<file path="config.mk">
export PLATFORM = sky130hd
export DESIGN_NAME = stop_and_wait_sender_top
export DESIGN_NICKNAME = d
export VERILOG_FILES = /design/src/rtl/saw_pkg.sv /design/src/rtl/saw_ram.sv /design/src/rtl/saw_ctrl.sv /design/src/rtl/saw_dp.sv /design/src/rtl/stop_and_wait_sender_top.sv
export SDC_FILE = /design/constraint.sdc
export NUM_CORES = 1
export LEC_CHECK = 0
export BUFFER_PORTS_ARGS = -buffer_cell sky130_fd_sc_hd__buf_4
export CAP_MARGIN = 25
export CORE_MARGIN = 1
export CORE_UTILIZATION = 45
export CTS_CLUSTER_SIZE = 40
export DETAILED_ROUTE_END_ITERATION = 10
export GPL_TIMING_DRIVEN = 0
export MAX_ROUTING_LAYER = met4
export PLACE_DENSITY = 0.63
export SLEW_MARGIN = 20
export SYNTH_ARGS = -nofsm -noshare
export SYNTH_HDL_FRONTEND = slang
export SYNTH_SLANG_ARGS = --single-unit
</file>
<file path="constraint.sdc">
create_clock -name clk -period 11.3 [get_ports clk]
set_clock_uncertainty 0.05 [all_clocks]
set_input_delay 1.13 -clock clk [delete_from_list [all_inputs] [get_ports clk]]
set_output_delay 1.13 -clock clk [all_outputs]
set_load 0.02 [all_outputs]
</file>
<file path="src/rtl/saw_pkg.sv">
// Shared types, constants and codes for the stop-and-wait sender.
package saw_pkg;

  localparam int QUEUE_DEPTH = 16;
  localparam int IDX_W       = $clog2(QUEUE_DEPTH);
  localparam int CNT_W       = $clog2(QUEUE_DEPTH + 1);

  typedef struct packed {
    logic [31:0] seq;
    logic [15:0] ref_h;
    logic [11:0] len;
  } desc_t;

  localparam int DESC_W = $bits(desc_t);

  typedef enum logic [1:0] {
    MODE_SEND    = 2'd0,
    MODE_ACK     = 2'd1,
    MODE_TIMEOUT = 2'd2
  } mode_t;

  typedef enum logic [1:0] {
    ST_IDLE,
    ST_EXEC,
    ST_FETCH,
    ST_LOAD
  } state_t;

  typedef enum logic [2:0] {
    OUT_NONE,
    OUT_IN,
    OUT_HEAD,
    OUT_RAM,
    OUT_DROP
  } out_sel_t;

  typedef struct packed {
    logic     capture;
    logic     push;
    logic     head_from_in;
    logic     pop;
    logic     rd_en;
    logic     head_from_ram;
    logic     set_await;
    logic     clr_await;
    logic     out_load;
    out_sel_t out_sel;
  } cmd_t;

  typedef struct packed {
    logic [1:0] mode;
    logic       full;
    logic       empty;
    logic       last_one;
    logic       ack_match;
    logic       awaiting;
    logic       out_free;
  } sts_t;

endpackage

</file>
<file path="src/rtl/saw_ram.sv">
// Generic single-write, single-read RAM with registered read data.
module saw_ram #(
  parameter int WIDTH = 8,
  parameter int DEPTH = 16
) (
  input  logic                     clk,
  input  logic                     wr_en,
  input  logic [$clog2(DEPTH)-1:0] wr_addr,
  input  logic [WIDTH-1:0]         wr_data,
  input  logic                     rd_en,
  input  logic [$clog2(DEPTH)-1:0] rd_addr,
  output logic [WIDTH-1:0]         rd_data
);

  logic [WIDTH-1:0] mem_r [DEPTH];
  logic [WIDTH-1:0] rd_data_r;

  // write port
  always_ff @(posedge clk) begin
    if (wr_en) begin
      mem_r[wr_addr] <= wr_data;
    end
  end

  // registered read, hold when not enabled
  always_ff @(posedge clk) begin
    if (rd_en) begin
      rd_data_r <= mem_r[rd_addr];
    end
  end

  assign rd_data = rd_data_r;

endmodule

</file>
<file path="src/rtl/saw_ctrl.sv">
// Controller state machine of the stop-and-wait sender.
module saw_ctrl (
  input  logic          clk,
  input  logic          rst_n,
  input  logic          in_valid,
  output logic          in_ready,
  input  saw_pkg::sts_t sts,
  output saw_pkg::cmd_t cmd
);
  import saw_pkg::*;

  state_t state_r, state_nxt;

  // state register
  always_ff @(posedge clk) begin
    if (!rst_n) begin
      state_r <= ST_IDLE;
    end else begin
      state_r <= state_nxt;
    end
  end

  // next state
  always_comb begin
    state_nxt = state_r;
    unique case (state_r)
      ST_IDLE: begin
        if (in_valid) state_nxt = ST_EXEC;
      end
      ST_EXEC: begin
        if (sts.out_free) begin
          if (mode_t'(sts.mode) == MODE_ACK && !sts.empty && sts.ack_match &&
              !sts.last_one) begin
            state_nxt = ST_FETCH;
          end else begin
            state_nxt = ST_IDLE;
          end
        end
      end
      ST_FETCH: state_nxt = ST_LOAD;
      ST_LOAD: begin
        if (sts.out_free) state_nxt = ST_IDLE;
      end
      default: state_nxt = ST_IDLE;
    endcase
  end

  // command outputs
  always_comb begin
    cmd         = '0;
    cmd.out_sel = OUT_NONE;
    in_ready    = 1'b0;
    unique case (state_r)
      ST_IDLE: begin
        in_ready    = 1'b1;
        cmd.capture = in_valid;
      end
      ST_EXEC: begin
        if (sts.out_free) begin
          unique case (sts.mode)
            MODE_SEND: begin
              cmd.out_load = 1'b1;
              if (sts.full) begin
                cmd.out_sel = OUT_DROP;
              end else begin
                cmd.push = 1'b1;
                if (!sts.awaiting) begin
                  cmd.head_from_in = 1'b1;
                  cmd.set_await    = 1'b1;
                  cmd.out_sel      = OUT_IN;
                end
              end
            end
            MODE_ACK: begin
              if (!sts.empty && sts.ack_match) begin
                cmd.pop       = 1'b1;
                cmd.clr_await = 1'b1;
                // last frame retired: nothing more to send
                cmd.out_load  = sts.last_one;
              end else begin
                cmd.out_load = 1'b1;
              end
            end
            MODE_TIMEOUT: begin
              cmd.out_load = 1'b1;
              if (!sts.empty) cmd.out_sel = OUT_HEAD;
            end
            default: cmd.out_load = 1'b1;
          endcase
        end
      end
      ST_FETCH: cmd.rd_en = 1'b1;
      ST_LOAD: begin
        if (sts.out_free) begin
          cmd.head_from_ram = 1'b1;
          cmd.set_await     = 1'b1;
          cmd.out_load      = 1'b1;
          cmd.out_sel       = OUT_RAM;
        end
      end
      default: ;
    endcase
  end

endmodule

</file>
<file path="src/rtl/saw_dp.sv">
// Datapath of the stop-and-wait sender: event capture, queue, head copy, result register.
module saw_dp (
  input  logic                     clk,
  input  logic                     rst_n,
  input  logic [1:0]               in_mode,
  input  logic [31:0]              in_frame_seq,
  input  logic [15:0]              in_frame_ref,
  input  logic [11:0]              in_frame_len,
  input  logic [31:0]              in_ack_number,
  output logic                     out_valid,
  input  logic                     out_ready,
  output logic                     out_transmit_valid,
  output logic [15:0]              out_transmit_ref,
  output logic [11:0]              out_transmit_len,
  output logic [31:0]              out_transmit_seq,
  output logic                     out_send_dropped,
  input  saw_pkg::cmd_t            cmd,
  output saw_pkg::sts_t            sts
);
  import saw_pkg::*;

  logic [1:0]       mode_r, mode_nxt;
  desc_t            in_desc_r, in_desc_nxt;
  logic [31:0]      ack_r, ack_nxt;
  desc_t            head_r, head_nxt;
  logic [IDX_W-1:0] head_idx_r, head_idx_nxt;
  logic [IDX_W-1:0] tail_idx_r, tail_idx_nxt;
  logic [CNT_W-1:0] count_r, count_nxt;
  logic             await_r, await_nxt;
  logic             out_valid_r, out_valid_nxt;
  logic             tx_valid_r, tx_valid_nxt;
  desc_t            tx_r, tx_nxt;
  logic             dropped_r, dropped_nxt;
  logic [DESC_W-1:0] rd_data;
  desc_t            ram_desc;

  function automatic logic [IDX_W-1:0] next_slot(input logic [IDX_W-1:0] i);
    return (i == IDX_W'(QUEUE_DEPTH - 1)) ? '0 : i + 1'b1;
  endfunction

  // descriptor queue storage
  saw_ram #(
    .WIDTH (DESC_W),
    .DEPTH (QUEUE_DEPTH)
  ) u_ram (
    .clk     (clk),
    .wr_en   (cmd.push),
    .wr_addr (tail_idx_r),
    .wr_data (in_desc_r),
    .rd_en   (cmd.rd_en),
    .rd_addr (head_idx_r),
    .rd_data (rd_data)
  );

  assign ram_desc = desc_t'(rd_data);

  // capture the accepted event
  always_comb begin
    mode_nxt    = mode_r;
    in_desc_nxt = in_desc_r;
    ack_nxt     = ack_r;
    if (cmd.capture) begin
      mode_nxt          = in_mode;
      in_desc_nxt.seq   = in_frame_seq;
      in_desc_nxt.ref_h = in_frame_ref;
      in_desc_nxt.len   = in_frame_len;
      ack_nxt           = in_ack_number;
    end
  end

  // advance queue pointers, count and head copy
  always_comb begin
    head_idx_nxt = head_idx_r;
    tail_idx_nxt = tail_idx_r;
    count_nxt    = count_r;
    head_nxt     = head_r;
    await_nxt    = await_r;
    if (cmd.push) begin
      tail_idx_nxt = next_slot(tail_idx_r);
      count_nxt    = count_r + 1'b1;
    end
    if (cmd.pop) begin
      head_idx_nxt = next_slot(head_idx_r);
      count_nxt    = count_r - 1'b1;
    end
    if (cmd.head_from_in)  head_nxt = in_desc_r;
    if (cmd.head_from_ram) head_nxt = ram_desc;
    if (cmd.set_await)     await_nxt = 1'b1;
    if (cmd.clr_await)     await_nxt = 1'b0;
  end

  // load or drain the result register
  always_comb begin
    out_valid_nxt = out_valid_r;
    tx_valid_nxt  = tx_valid_r;
    tx_nxt        = tx_r;
    dropped_nxt   = dropped_r;
    if (out_ready) out_valid_nxt = 1'b0;
    if (cmd.out_load) begin
      out_valid_nxt = 1'b1;
      tx_valid_nxt  = 1'b0;
      tx_nxt        = '0;
      dropped_nxt   = 1'b0;
      case (cmd.out_sel)
        OUT_IN: begin
          tx_valid_nxt = 1'b1;
          tx_nxt       = in_desc_r;
        end
        OUT_HEAD: begin
          tx_valid_nxt = 1'b1;
          tx_nxt       = head_r;
        end
        OUT_RAM: begin
          tx_valid_nxt = 1'b1;
          tx_nxt       = ram_desc;
        end
        OUT_DROP: dropped_nxt = 1'b1;
        default: ;
      endcase
    end
  end

  // control registers
  always_ff @(posedge clk) begin
    if (!rst_n) begin
      head_idx_r  <= '0;
      tail_idx_r  <= '0;
      count_r     <= '0;
      await_r     <= 1'b0;
      out_valid_r <= 1'b0;
    end else begin
      head_idx_r  <= head_idx_nxt;
      tail_idx_r  <= tail_idx_nxt;
      count_r     <= count_nxt;
      await_r     <= await_nxt;
      out_valid_r <= out_valid_nxt;
    end
  end

  // payload registers
  always_ff @(posedge clk) begin
    mode_r     <= mode_nxt;
    in_desc_r  <= in_desc_nxt;
    ack_r      <= ack_nxt;
    head_r     <= head_nxt;
    tx_valid_r <= tx_valid_nxt;
    tx_r       <= tx_nxt;
    dropped_r  <= dropped_nxt;
  end

  // status to the controller
  always_comb begin
    sts.mode      = mode_r;
    sts.full      = (count_r == CNT_W'(QUEUE_DEPTH));
    sts.empty     = (count_r == '0);
    sts.last_one  = (count_r == CNT_W'(1));
    sts.ack_match = (head_r.seq == ack_r);
    sts.awaiting  = await_r;
    sts.out_free  = !out_valid_r || out_ready;
  end

  assign out_valid          = out_valid_r;
  assign out_transmit_valid = tx_valid_r;
  assign out_transmit_ref   = tx_r.ref_h;
  assign out_transmit_len   = tx_r.len;
  assign out_transmit_seq   = tx_r.seq;
  assign out_send_dropped   = dropped_r;

endmodule

</file>
<file path="src/rtl/stop_and_wait_sender_top.sv">
// Top level of the stop-and-wait ARQ sender: controller plus datapath.
//
//   channel  direction  handshake            payload
//   in_      input      in_valid/in_ready    mode, frame_seq, frame_ref, frame_len, ack_number
//   out_     output     out_valid/out_ready  transmit_valid/ref/len/seq, send_dropped
//
// Each event gives one result. A send, a timeout or an unmatched acknowledgement
// passes through accept and execute; a matching acknowledgement with frames still
// queued adds fetch and load, since the next head descriptor is read from queue memory.
// Reset is synchronous, active low; it clears the indexes, count, outstanding flag
// and the result valid flag. The descriptor memory is not cleared.
// The next event is accepted while a result waits; execution stalls until the
// result register is free.
module stop_and_wait_sender_top (
  input  logic        clk,
  input  logic        rst_n,
  input  logic        in_valid,
  output logic        in_ready,
  input  logic [1:0]  in_mode,
  input  logic [31:0] in_frame_seq,
  input  logic [15:0] in_frame_ref,
  input  logic [11:0] in_frame_len,
  input  logic [31:0] in_ack_number,
  output logic        out_valid,
  input  logic        out_ready,
  output logic        out_transmit_valid,
  output logic [15:0] out_transmit_ref,
  output logic [11:0] out_transmit_len,
  output logic [31:0] out_transmit_seq,
  output logic        out_send_dropped
);
  import saw_pkg::*;

  cmd_t cmd;
  sts_t sts;

  // sequencing
  saw_ctrl u_ctrl (
    .clk      (clk),
    .rst_n    (rst_n),
    .in_valid (in_valid),
    .in_ready (in_ready),
    .sts      (sts),
    .cmd      (cmd)
  );

  // queue and result path
  saw_dp u_dp (
    .clk                (clk),
    .rst_n              (rst_n),
    .in_mode            (in_mode),
    .in_frame_seq       (in_frame_seq),
    .in_frame_ref       (in_frame_ref),
    .in_frame_len       (in_frame_len),
    .in_ack_number      (in_ack_number),
    .out_valid          (out_valid),
    .out_ready          (out_ready),
    .out_transmit_valid (out_transmit_valid),
    .out_transmit_ref   (out_transmit_ref),
    .out_transmit_len   (out_transmit_len),
    .out_transmit_seq   (out_transmit_seq),
    .out_send_dropped   (out_send_dropped),
    .cmd                (cmd),
    .sts                (sts)
  );

  // one event in flight at a time
  a_one_in_flight: assert property (@(posedge clk) disable iff (!rst_n)
    (in_valid && in_ready) |=> !in_ready)
    else $error("second event accepted while one is in flight");

  // between events a frame is outstanding exactly when the queue is non-empty
  a_await_matches_queue: assert property (@(posedge clk) disable iff (!rst_n)
    in_ready |-> (sts.awaiting == !sts.empty))
    else $error("outstanding flag disagrees with queue count");

  // a dropped send never transmits
  a_drop_no_tx: assert property (@(posedge clk) disable iff (!rst_n)
    (out_valid && out_send_dropped) |-> (!out_transmit_valid && out_transmit_seq == '0))
    else $error("dropped send carries a transmission");

  // the queue never pushes and pops together
  a_push_pop: assert property (@(posedge clk) disable iff (!rst_n)
    !(cmd.push && cmd.pop))
    else $error("queue push and pop in the same cycle");

endmodule

</file>
==> reports/results.txt <==
top cells by count, synth - 1236 x edfxtp_1, 188 x mux2i_1, 121 x o21ai_0
result of the run - finished, violations left
Final Max Slew Viols - 0
worst hold path endpoint - u_dp.count_r[4]
DRT antenna net count - 0
Hold Path Stages - 2
die width - 329 um
register area share after synthesis - 78.0%
CTS Buf Count - 133
DR DRC count - 12
Clock Latency Late Sink - 0.73 ns
vias per cell - 5.98
fin nets - 2918
RSZ-0062 raised after global routing - false
drt pass-1 iters - 11
Die ar. - 108000 sq um
CP arrival - 4.53 ns
largest net degree at the start of global routing - 47
vias - 25700
worst hold path class - reg -> reg
1st-iter DRT viols - 3254
top-area cell type share of the netlist area - 77.3%
Port Buffer Count - 161
worst-path cell chain - inv_1 > ha_1 > nand3_1 > nand3_1 > nor2_1 > clkbuf_2 > or2_4 > buf_12 > buf_12
CP Max Fanout - 24
violated checks - design-rule violations
die height - 329 um
Hold Buf Count CTS - 0
synthesized flop and latch total - 1253
hold path start - u_dp.count_r[4]
Mapped Avg Cell Area - 19.4 sq um
reg2reg end - u_dp.head_r[12]
Max stage delay on crit path - 0.72 ns
clk sink count - 1253
Achievable Freq - 0.239 GHz
WS Path Type - reg -> reg
H-tree depth - 4
Worst Tran Pin Value - 1.14 ns
TritonCTS clock tree - done
crit share post-route - 37.0%
layout cell share with drive strength beyond 1 - 24.3%
DP Worst Slack - 6.63 ns
Post-CTS Setup Inserts - 0
clk slew on worst S/H paths - 0.06 ns
CP max-delay cell - nor2_1
required time worst endpoint - 11.66 ns
Placed Area - 52000 sq um
Post-Route Setup TNS - 0 ns
RD Place Congestion - 0.817
ys flop type - edfxtp_1
EDFF count, synth - 1236
Cells after Synth - 2471
gr usage total - 24.7%
final core occ - 53.3%
share of synthesized flip-flops with an asynchronous set or reset - 0%
Synth area leader - edfxtp_1
Pleak - 18.3 nW
Root Buffer - clkbuf_16
initial antenna violation count - 1
Post-Syn Nets - 2578
Tmin final - 4.18 ns
design area - 56300 sq um
Setup Viol. Count Final - 0
# fillers - 8124
first-pass GRT wire length - 182 mm
nature of the critical path startpoint - flop
Power Density - 174 nW/um^2
Worst R2R Path Depth - 9
Final WS setup - 7.12 ns
hold slack final - 0.479 ns
total grt overflow - 0
num rows - 119
max_cap viols - 0
post-CTS sizing - 0
initial core utilization - 45.5%
drt wl/cell - 30.1 um
max_slew headroom - 23.9%
clk buf depth - 3
synth unique cells - 43
Crit. End Element - flop
vias in the first global route - 25900
final wirelength - 129 mm
ranking of synthesized cells by area - edfxtp_1 77%, mux4_2 5.6%, mux2i_1 3.9%
Hold Fails Final Rpt - 0
Syn. warnings - 0
Top Ports - 162
most frequent cell after synthesis - edfxtp_1
HPWL after DPL - 83.1 mm
P&R area growth vs syn - 17.2%
r2r startpoint - u_dp.count_r[0]
Mapped Area - 48000 sq um
core area - 106000 sq um
R2R setup slack - 7.12 ns
Worst VDD drop - 0.000137 V
-- worst max path at each step --
stage / cells after the start / startpoint / slack (ns) / endpoint
final: 9 / u_dp.count_r[0] / 7.12 / u_dp.head_r[12]
after global routing: 9 / u_dp.count_r[0] / 7.10 / u_dp.head_r[12]
after CTS: 9 / u_dp.count_r[0] / 7.22 / u_dp.head_r[12]
after detailed placement: 9 / out_ready / 6.63 / u_dp.head_r[14]
after global placement: 5 / u_dp.head_r[34] / 3.03 / u_dp.out_transmit_ref[0]
after floorplan: 7 / u_dp.count_r[0] / 6.37 / u_dp.out_send_dropped
-- report_power, final --
| group | switching, mW | internal [mW] |
|---|---|---|
| combinational | 0.106 | 0.0776 |
| sequential | 0.0811 | 5.17 |
| clock | 1.78 | 2.55 |
| total | 1.97 | 7.80 |
-- metal layers --
metal,GRT usage [%],share of wire [%],vias to the layer above
met5,-,0,-
met4,6.27,2.4,0
met3,4.99,8.4,226
met2,41.2,51,1283
met1,31.0,39,13400
li1,-,-,10800
-- critical path, delay by kind of cell, from the launching register on --
kind                       cells  cell delay [ns]
adders and majority gates      1             0.25
DFF                            1             0.47
and+or+nand+nor                4             1.71
buffers and inverters          4             1.31
-- sequential cells by signal, summed over array words and instances (netlist names), 5 cells and up, named ones only --
| name | count |
|---|---|
| u_dp.in_desc_r | 60 |
| u_dp.u_ram.rd_data | 60 |
| u_dp.ack_r | 32 |
| u_dp.count_r | 5 |
| u_dp.u_ram.mem_r | 960 |
| u_dp.out_transmit_len | 12 |
| u_dp.head_r | 60 |
| u_dp.out_transmit_ref | 16 |
| u_dp.out_transmit_seq | 32 |
-- final cells by class --
class | instances | area, sq um | share of cell area, %
diodes | 1 | 2.50 | 0.00444
plain buffers | 133 | 554 | 0.984
clock buffers | 156 | 3480 | 6.18
clock inverters | 79 | 837 | 1.49
inverters | 71 | 267 | 0.473
multi-input cells | 1014 | 9850 | 17.5
flip-flops and latches | 1253 | 37500 | 66.5
well taps | 1391 | 1740 | 3.09
repair buffers | 205 | 2120 | 3.76
-- through the flow --
stage                     power (mW)  std cells
after global routing            10.0       4302
after detailed placement        5.53       4066
after global placement          5.51       4023
after floorplan                 5.39       2471
after CTS                       9.83       4301
final                           9.77       4303
-- cells in the final DEF, fill, tap and decap left out, types with 60 or more instances in the layout --
master / n
clkbuf_1: 96
edfxtp_1: 1236
a21oi_1: 65
a221oi_1: 61
mux4_2: 120
nand2_1: 76
o21ai_0: 121
a222oi_1: 60
mux2_2: 120
a22oi_1: 61
inv_1: 70
buf_4: 161
clkbuf_16: 136
mux2i_1: 188
-- cells by family (layout without fill, tap and decap cells) --
kind of cell / Yosys count / in the layout / share of synthesized area (%)
compound gates: 387 / 387 / 5.58
xor+xnor: 27 / 27 / 0.492
fa+ha+maj: 9 / 9 / 0.234
buf+inv: 204 / 644 / 1.66
flops: 1253 / 1253 / 78.0
mux: 428 / 428 / 12.4
other cells: 0 / 1 / 0
simple gates: 163 / 163 / 1.68
Power figures use the tool's default switching activity.
